### src/rtl/cdq_pkg.sv
`default_nettype none
// ----------------------------------------------------------------------------
// cdq_pkg
// Types and constants shared by the circular deque block.
// ----------------------------------------------------------------------------
package cdq_pkg;

  localparam int CAP_W     = 5;
  localparam int CAP_RESET = 16;
  localparam int WORD_W    = 32;

  localparam logic signed [WORD_W-1:0] EMPTY_WORD = -32'sd1;

  typedef enum logic [1:0] {
    CMD_PUSH_BACK  = 2'd0,
    CMD_PUSH_FRONT = 2'd1,
    CMD_POP_FRONT  = 2'd2,
    CMD_POP_BACK   = 2'd3
  } cmd_t;

  typedef enum logic [1:0] {
    ST_DONE      = 2'd0,
    ST_OVERFLOW  = 2'd1,
    ST_UNDERFLOW = 2'd2
  } status_t;

  typedef enum logic [1:0] {
    S_IDLE,
    S_READ,
    S_RESP
  } state_t;

  typedef struct packed {
    cmd_t                      cmd;
    logic signed [WORD_W-1:0]  value;
  } in_word_t;

  typedef struct packed {
    status_t                   status;
    logic signed [WORD_W-1:0]  front_value;
    logic signed [WORD_W-1:0]  rear_value;
    logic                      is_empty;
    logic                      is_full;
  } out_word_t;

  // result flags handed from the controller to the output stage
  typedef struct packed {
    logic    valid;
    status_t status;
    logic    is_empty;
    logic    is_full;
  } res_t;

endpackage
`default_nettype wire

### src/rtl/cdq_mem.sv
`default_nettype none
// ----------------------------------------------------------------------------
// cdq_mem
// Slot store: one write port, two registered read ports.
// ----------------------------------------------------------------------------
module cdq_mem import cdq_pkg::*; #(
  parameter int DEPTH = 16,
  parameter int IW    = 4
) (
  input  wire logic              clk,
  input  wire logic              wr_en,
  input  wire logic [IW-1:0]     wr_addr,
  input  wire logic [WORD_W-1:0] wr_data,
  input  wire logic [IW-1:0]     rd_a_addr,
  input  wire logic [IW-1:0]     rd_b_addr,
  output      logic [WORD_W-1:0] rd_a_data,
  output      logic [WORD_W-1:0] rd_b_data
);

  logic [WORD_W-1:0] mem [DEPTH];

  // write port
  always_ff @(posedge clk) begin
    if (wr_en) begin
      mem[wr_addr] <= wr_data;
    end
  end

  // read ports
  always_ff @(posedge clk) begin
    rd_a_data <= mem[rd_a_addr];
    rd_b_data <= mem[rd_b_addr];
  end

endmodule
`default_nettype wire

### src/rtl/cdq_ctrl.sv
`default_nettype none
// ----------------------------------------------------------------------------
// cdq_ctrl
// Command sequencer: head/tail pointers, empty flag, slot writes, status.
// ----------------------------------------------------------------------------
module cdq_ctrl import cdq_pkg::*; #(
  parameter int IW = 4
) (
  input  wire logic              clk,
  input  wire logic              rst,
  input  wire logic              clr,
  input  wire logic [CAP_W-1:0]  cap,
  input  wire logic              in_valid,
  output      logic              in_ready,
  input  wire in_word_t          in_data,
  output      res_t              res,
  input  wire logic              out_free,
  output      logic              wr_en,
  output      logic [IW-1:0]     wr_addr,
  output      logic [WORD_W-1:0] wr_data,
  output      logic [IW-1:0]     rd_head,
  output      logic [IW-1:0]     rd_tail
);

  localparam int XW = ((IW > CAP_W) ? IW : CAP_W) + 1;

  function automatic logic [IW-1:0] ring_next(input logic [IW-1:0] i,
                                              input logic [CAP_W-1:0] c);
    logic [XW-1:0] s;
    s = XW'(i) + XW'(1);
    return (s >= XW'(c)) ? '0 : IW'(s);
  endfunction

  function automatic logic [IW-1:0] ring_prev(input logic [IW-1:0] i,
                                              input logic [CAP_W-1:0] c);
    logic [XW-1:0] s;
    s = (i == '0) ? (XW'(c) - XW'(1)) : (XW'(i) - XW'(1));
    return IW'(s);
  endfunction

  state_t         state, state_next;
  logic [IW-1:0]  head, head_next;
  logic [IW-1:0]  tail, tail_next;
  logic           empty, empty_next;
  status_t        status, status_next;
  logic           accept;
  logic           is_push;
  logic           full_now;

  assign accept   = in_valid && in_ready;
  assign is_push  = (in_data.cmd == CMD_PUSH_BACK) || (in_data.cmd == CMD_PUSH_FRONT);
  assign full_now = !empty && (ring_next(tail, cap) == head);

  // next state
  always_comb begin
    state_next = state;
    unique case (state)
      S_IDLE: if (accept) state_next = S_READ;
      S_READ: state_next = S_RESP;
      S_RESP: if (out_free) state_next = S_IDLE;
      default: state_next = S_IDLE;
    endcase
  end

  // outputs of the sequencer
  always_comb begin
    in_ready     = (state == S_IDLE);
    res.valid    = (state == S_RESP);
    res.status   = status;
    res.is_empty = empty;
    res.is_full  = full_now;
  end

  // pointer update and slot write for an accepted command
  always_comb begin
    head_next   = head;
    tail_next   = tail;
    empty_next  = empty;
    status_next = ST_DONE;
    wr_en       = 1'b0;
    wr_addr     = '0;
    wr_data     = in_data.value;
    if (is_push) begin
      priority if (full_now) begin
        status_next = ST_OVERFLOW;
      end else if (empty) begin
        head_next  = '0;
        tail_next  = '0;
        empty_next = 1'b0;
        wr_en      = accept;
        wr_addr    = '0;
      end else if (in_data.cmd == CMD_PUSH_BACK) begin
        tail_next = ring_next(tail, cap);
        wr_en     = accept;
        wr_addr   = tail_next;
      end else begin
        head_next = ring_prev(head, cap);
        wr_en     = accept;
        wr_addr   = head_next;
      end
    end else begin
      priority if (empty) begin
        status_next = ST_UNDERFLOW;
      end else if (head == tail) begin
        head_next  = '0;
        tail_next  = '0;
        empty_next = 1'b1;
      end else if (in_data.cmd == CMD_POP_FRONT) begin
        head_next = ring_next(head, cap);
      end else begin
        tail_next = ring_prev(tail, cap);
      end
    end
  end

  // control registers
  always_ff @(posedge clk) begin
    if (rst) begin
      state  <= S_IDLE;
      head   <= '0;
      tail   <= '0;
      empty  <= 1'b1;
      status <= ST_DONE;
    end else begin
      state <= state_next;
      if (clr) begin
        head  <= '0;
        tail  <= '0;
        empty <= 1'b1;
      end else if (accept) begin
        head   <= head_next;
        tail   <= tail_next;
        empty  <= empty_next;
        status <= status_next;
      end
    end
  end

  assign rd_head = head;
  assign rd_tail = tail;

endmodule
`default_nettype wire

### src/rtl/circular_deque_core.sv
`default_nettype none
// ----------------------------------------------------------------------------
// circular_deque_core
// Circular double-ended queue of signed 32-bit words held in a slot memory.
// ----------------------------------------------------------------------------
//  port group   direction  handshake          word
//  in_*         input      in_valid/in_ready  in_word_t  (cmd, value)
//  out_*        output     out_valid/out_ready out_word_t (status, ends, flags)
//  cfg_*        input      cfg_we, no wait    capacity, 5 bits
//
//  A command runs in three steps: accept (pointer update and slot write),
//  slot read of head and tail, then load of the output register.
//  The slot read step is needed because both slot memory read ports are registered.
//  A held output word stalls the sequencer in its response step only.
//  Reset empties the deque and sets capacity to 16 (limited to DEPTH and to 31);
//  a capacity write also empties the deque.
// ----------------------------------------------------------------------------
module circular_deque_core import cdq_pkg::*; #(
  parameter int DEPTH = 16
) (
  input  wire logic             clk,
  input  wire logic             rst,
  input  wire logic             in_valid,
  output      logic             in_ready,
  input  wire in_word_t         in_data,
  output      logic             out_valid,
  input  wire logic             out_ready,
  output      out_word_t        out_data,
  input  wire logic             cfg_we,
  input  wire logic [CAP_W-1:0] cfg_wdata
);

  localparam int IW      = (DEPTH > 1) ? $clog2(DEPTH) : 1;
  localparam int CAP_MAX = (DEPTH < 31) ? DEPTH : 31;

  function automatic logic [CAP_W-1:0] cap_limit(input logic [CAP_W-1:0] raw);
    logic [CAP_W-1:0] c;
    c = raw;
    if (raw == '0) begin
      c = CAP_W'(1);
    end else if (int'(raw) > CAP_MAX) begin
      c = CAP_W'(CAP_MAX);
    end
    return c;
  endfunction

  logic [CAP_W-1:0]  cap;
  res_t              res;
  logic              out_free;
  logic              wr_en;
  logic [IW-1:0]     wr_addr;
  logic [WORD_W-1:0] wr_data;
  logic [IW-1:0]     rd_head;
  logic [IW-1:0]     rd_tail;
  logic [WORD_W-1:0] head_data;
  logic [WORD_W-1:0] tail_data;

  // capacity register, kept already limited
  always_ff @(posedge clk) begin
    if (rst) begin
      cap <= cap_limit(CAP_W'(CAP_RESET));
    end else if (cfg_we) begin
      cap <= cap_limit(cfg_wdata);
    end
  end

  cdq_ctrl #(.IW(IW)) u_ctrl (
    .clk      (clk),
    .rst      (rst),
    .clr      (cfg_we),
    .cap      (cap),
    .in_valid (in_valid),
    .in_ready (in_ready),
    .in_data  (in_data),
    .res      (res),
    .out_free (out_free),
    .wr_en    (wr_en),
    .wr_addr  (wr_addr),
    .wr_data  (wr_data),
    .rd_head  (rd_head),
    .rd_tail  (rd_tail)
  );

  cdq_mem #(.DEPTH(DEPTH), .IW(IW)) u_mem (
    .clk       (clk),
    .wr_en     (wr_en),
    .wr_addr   (wr_addr),
    .wr_data   (wr_data),
    .rd_a_addr (rd_head),
    .rd_b_addr (rd_tail),
    .rd_a_data (head_data),
    .rd_b_data (tail_data)
  );

  assign out_free = !out_valid || out_ready;

  // output register
  always_ff @(posedge clk) begin
    if (rst) begin
      out_valid <= 1'b0;
    end else if (res.valid && out_free) begin
      out_valid <= 1'b1;
    end else if (out_ready) begin
      out_valid <= 1'b0;
    end
  end

  always_ff @(posedge clk) begin
    if (res.valid && out_free) begin
      out_data.status      <= res.status;
      out_data.front_value <= res.is_empty ? EMPTY_WORD : $signed(head_data);
      out_data.rear_value  <= res.is_empty ? EMPTY_WORD : $signed(tail_data);
      out_data.is_empty    <= res.is_empty;
      out_data.is_full     <= res.is_full;
    end
  end

  // checks
  a_no_accept_in_flight: assert property (@(posedge clk) disable iff (rst)
    (in_valid && in_ready) |=> !in_ready)
    else $error("command accepted while another is in flight");

  a_empty_not_full: assert property (@(posedge clk) disable iff (rst)
    out_valid |-> !(out_data.is_empty && out_data.is_full))
    else $error("deque reported both empty and full");

  a_underflow_empty: assert property (@(posedge clk) disable iff (rst)
    (out_valid && out_data.status == ST_UNDERFLOW) |-> out_data.is_empty)
    else $error("underflow reported on a non-empty deque");

  a_overflow_full: assert property (@(posedge clk) disable iff (rst)
    (out_valid && out_data.status == ST_OVERFLOW) |-> out_data.is_full)
    else $error("overflow reported on a deque that is not full");

endmodule
`default_nettype wire

### config.mk
export PLATFORM = sky130hd
export DESIGN_NAME = circular_deque_core
export DESIGN_NICKNAME = d
export VERILOG_FILES = /design/src/rtl/cdq_pkg.sv /design/src/rtl/cdq_mem.sv /design/src/rtl/cdq_ctrl.sv /design/src/rtl/circular_deque_core.sv
export SDC_FILE = /design/constraint.sdc
export NUM_CORES = 1
export LEC_CHECK = 0
export BUFFER_PORTS_ARGS = -buffer_cell sky130_fd_sc_hd__buf_2
export CAP_MARGIN = 20
export CORE_MARGIN = 5
export CORE_UTILIZATION = 55
export CTS_CLUSTER_SIZE = 28
export DETAILED_ROUTE_END_ITERATION = 7
export PLACE_DENSITY = 0.81
export SETUP_SLACK_MARGIN = 0.3
export SYNTH_ARGS = -nofsm -noshare
export SYNTH_HDL_FRONTEND = slang
export SYNTH_SLANG_ARGS = --single-unit
export TNS_END_PERCENT = 100
### constraint.sdc
create_clock -name clk -period 4.86 [get_ports clk]
set_input_delay 0.486 -clock clk [delete_from_list [all_inputs] [get_ports clk]]
set_output_delay 0.486 -clock clk [all_outputs]
set_load 0.03 [all_outputs]
==> flow_summary.json <==
{
  "outcome": "completed",
  "grt_pass1_vias": 15600,
  "critPathRequiredTime_ps": 5150,
  "grt_overflow_total": 0,
  "areaGrowthSynthToFinish_pct": 13.8,
  "ir_drop_mv": 0.290,
  "first_iter_violations": 1870,
  "worstSkewPairLatency_ps": 620,
  "synthesis.area_um2": 28500,
  "p_seq_frac": 0.514,
  "post_cts_buffers": 0,
  "setup_viol": 0,
  "tns_ps": 0,
  "dp_slack_ps": 908,
  "totalWireLength_um": 67700,
  "synth-seq-area-share": 0.669,
  "p_per_area_nw_per_um2": 377,
  "fillers": 3376,
  "synth_top_family_by_area": "multiplexers",
  "via_count": 14882,
  "yosys-top-cells-area": "edfxtp_1 (61%), mux4_2 (25%), dfxtp_1 (5.8%)",
  "clk_pin_slew_ps": 70,
  "total_power_mw": 12.2,
  "rr_startpoint": "u_ctrl.rd_tail[2]",
  "avgRoutedWirePerCell_um": 30.4,
  "synth_fa_ha_area_frac": 0.00658,
  "clockPowerShare": 0.446,
  "synth_edf_count": 580,
  "grt_usage": 0.243,
  "crit_fanout": 12,
  "synthCells": 1368,
  "synthFlopType": "edfxtp_1",
  "skew_ps": 21.2,
  "hpwl_um": 37700,
  "whs_endpoint": "cap[2]",
  "die_h_um": 238,
  "synthMuxAreaShare": 0.254,
  "synth_xor_area_frac": 0.00333,
  "crit_start": "u_ctrl.rd_tail[2]",
  "design_area_um2": 32400,
  "die_area_um2": 56500,
  "place_congestion": 0.824,
  "hold_violations": 0,
  "clk_path_buf_depth": 3,
  "cap_viol_max_count": 0,
  "viasPerCell": 6.69,
  "coreArea_um2": 51300,
  "switchingPower_mw": 2.49,
  "yosysWarnings": 0,
  "fin_ws_ps": 824,
  "portBuffers": 113,
  "dp.cells": 2098,
  "grt_max_degree": 132,
  "final_core_util": 0.632,
  "r2r_slack_ps": 820,
  "hp-start": "cfg_wdata[2]",
  "cts_root_buffer": "clkbuf_16",
  "leakagePower_nw": 10.1,
  "min_delay_path_depth": 3,
  "cts_sinks": 663,
  "min_period_ps": 4040,
  "crit_type": "reg -> reg",
  "rsz0062_at_grt": "false",
  "antenna_found_initial": 3,
  "worst_pin_slew_ps": 1050,
  "synth.top_cell.area_share": 0.611,
  "rr_worst_depth": 10,
  "cts_resized": 0,
  "synthArstFlopShare": 0,
  "drtPass1Iterations": 5,
  "rows": 83,
  "slew_viol_final": 0,
  "final_nets": 1547,
  "p_int_mw": 9.74,
  "p_sw_frac": 0.204,
  "syn_avg_cell_area_um2": 20.8,
  "hold_buffers": 0,
  "placed_area_um2": 30100,
  "fin_crit_sh": 0.830,
  "cts_tree": "yes",
  "end_kind": "flop",
  "pin_count": 114,
  "drc": 0,
  "synth_compound_area_frac": 0.0183,
  "r2r_end": "u_mem.mem[3][8]",
  "drive_above_1_share": 0.433,
  "grt_pass1_wl_um": 102000,
  "numCtsBuffers": 68,
  "arrival_ps": 4320,
  "synth-simple-area-share": 0.0327,
  "synth_top_area_cell": "edfxtp_1",
  "hold_ws_ps": 153,
  "instances_no_fill": 2225,
  "start_kind": "flop",
  "hold_path.class": "in -> reg",
  "dieWidth_um": 238,
  "comb_power_share": 0.040,
  "synth_cell_types": 65,
  "synth_nets": 1427,
  "slew_headroom": 0.301,
  "cts.htree.levels": 3,
  "fmax_mhz": 248,
  "ant_nets": 0,
  "start_util": 0.556,
  "ys_ff_latch": 663
}
-- power groups by stage --
| stage | clock, mW | sequential (mW) | combinational [mW] |
|---|---|---|---|
| finish | 5.46 | 6.28 | 0.490 |
| global route | 5.83 | 6.28 | 0.524 |
| CTS | 5.54 | 6.28 | 0.493 |
| detailed placement | 0 | 6.40 | 0.489 |
| global placement | 0 | 6.40 | 0.482 |
| floorplan | 0 | 6.42 | 0.284 |
-- cells in the mapped netlist (all sizes together) (4+ instances only) --
library cell  count
nand3            10
dfxtp            83
ha               15
or2              65
xor2              8
nand2b            7
nand2            20
edfxtp          580
a31oi             4
nor3              4
mux4            320
nor2b             5
mux2i             5
and3              4
inv              17
clkbuf           56
o21ai            18
buf              36
a21oi            18
nor2             40
-- sequential cells by signal, summed over array words and instances, names as in the netlist --
register,count
u_mem.mem,512
u_ctrl.rd_tail,4
out_valid,1
u_mem.rd_b_data,32
out_data,68
u_ctrl.status,2
u_mem.rd_a_data,32
u_ctrl.state,2
cap,5
u_ctrl.empty,1
u_ctrl.rd_head,4
-- area by class of cell --
type / instances / area (um^2) / area share
Tap cell: 680 / 851 / 0.0262
Clock buffer: 93 / 1930 / 0.0595
Multi-Input combinational cell: 596 / 9120 / 0.281
Inverter: 17 / 63.8 / 0.00197
Antenna cell: 1 / 2.50 / 0.0000771
Sequential cell: 663 / 19100 / 0.589
Timing Repair Buffer: 142 / 946 / 0.0292
Clock inverter: 33 / 430 / 0.0133
-- worst max-delay path by stage --
stage	end	slack [ps]	cells past startpoint
5_1_grt	u_mem.mem[3][9]	520	10
6_report	u_mem.mem[3][8]	820	10
3_5_place_dp	u_mem.mem[3][9]	910	10
3_3_place_gp	u_mem.mem[14][12]	930	11
2_1_floorplan	u_mem.mem[11][0]	260	13
4_1_cts	u_mem.mem[0][9]	850	12
-- routing by layer --
| layer | up-vias | GRT usage | part of all wire |
|---|---|---|---|
| li1 | 6047 | - | - |
| met1 | 7770 | 0.331 | 0.36 |
| met2 | 935 | 0.392 | 0.50 |
| met3 | 124 | 0.0582 | 0.10 |
| met4 | 6 | 0.0862 | 0.032 |
| met5 | - | 0 | 0.00050 |
-- worst max-delay path: stages (launching register included) --
cell and delay (ps):
dfxtp_1 570, xor2_2 300, ha_1 300, a21oi_1 190
o21ai_1 170, a31oi_1 470, a22o_1 250, and2_1 160
nand4b_1 390, nor2_4 570, buf_4 340
-- cell usage in the layout (no fill, tap or decap), drive strengths merged, types with 2 or more instances in the layout --
cell type    n
a211oi       2
a21boi       3
a21o         2
a21oi       18
a22o         2
a2bb2oi      3
a31oi        4
and2         2
and3         4
buf        142
bufinv       9
clkbuf      93
clkinv      17
clkinvlp     3
dfxtp       83
edfxtp     580
ha          15
inv         21
mux2i        5
mux4       320
nand2       20
nand2b       7
nand3       10
nand4        2
nor2        40
nor2b        5
nor3         4
nor3b        3
nor4         2
o211ai       3
o21a         2
o21ai       18
o21bai       2
o31ai        3
or2         65
or4          3
xnor2        2
xor2         8
-- kinds of logic (layout without fill, tap and decap cells) --
logic type      Yosys count  after routing
compound gates           75             75
xor+xnor                 10             10
fa+ha+maj                15             15
buf+inv                 109            285
flops                   663            663
mux                     325            325
other cells               0              1
simple gates            171            171
(Power assumes the default switching activity.)
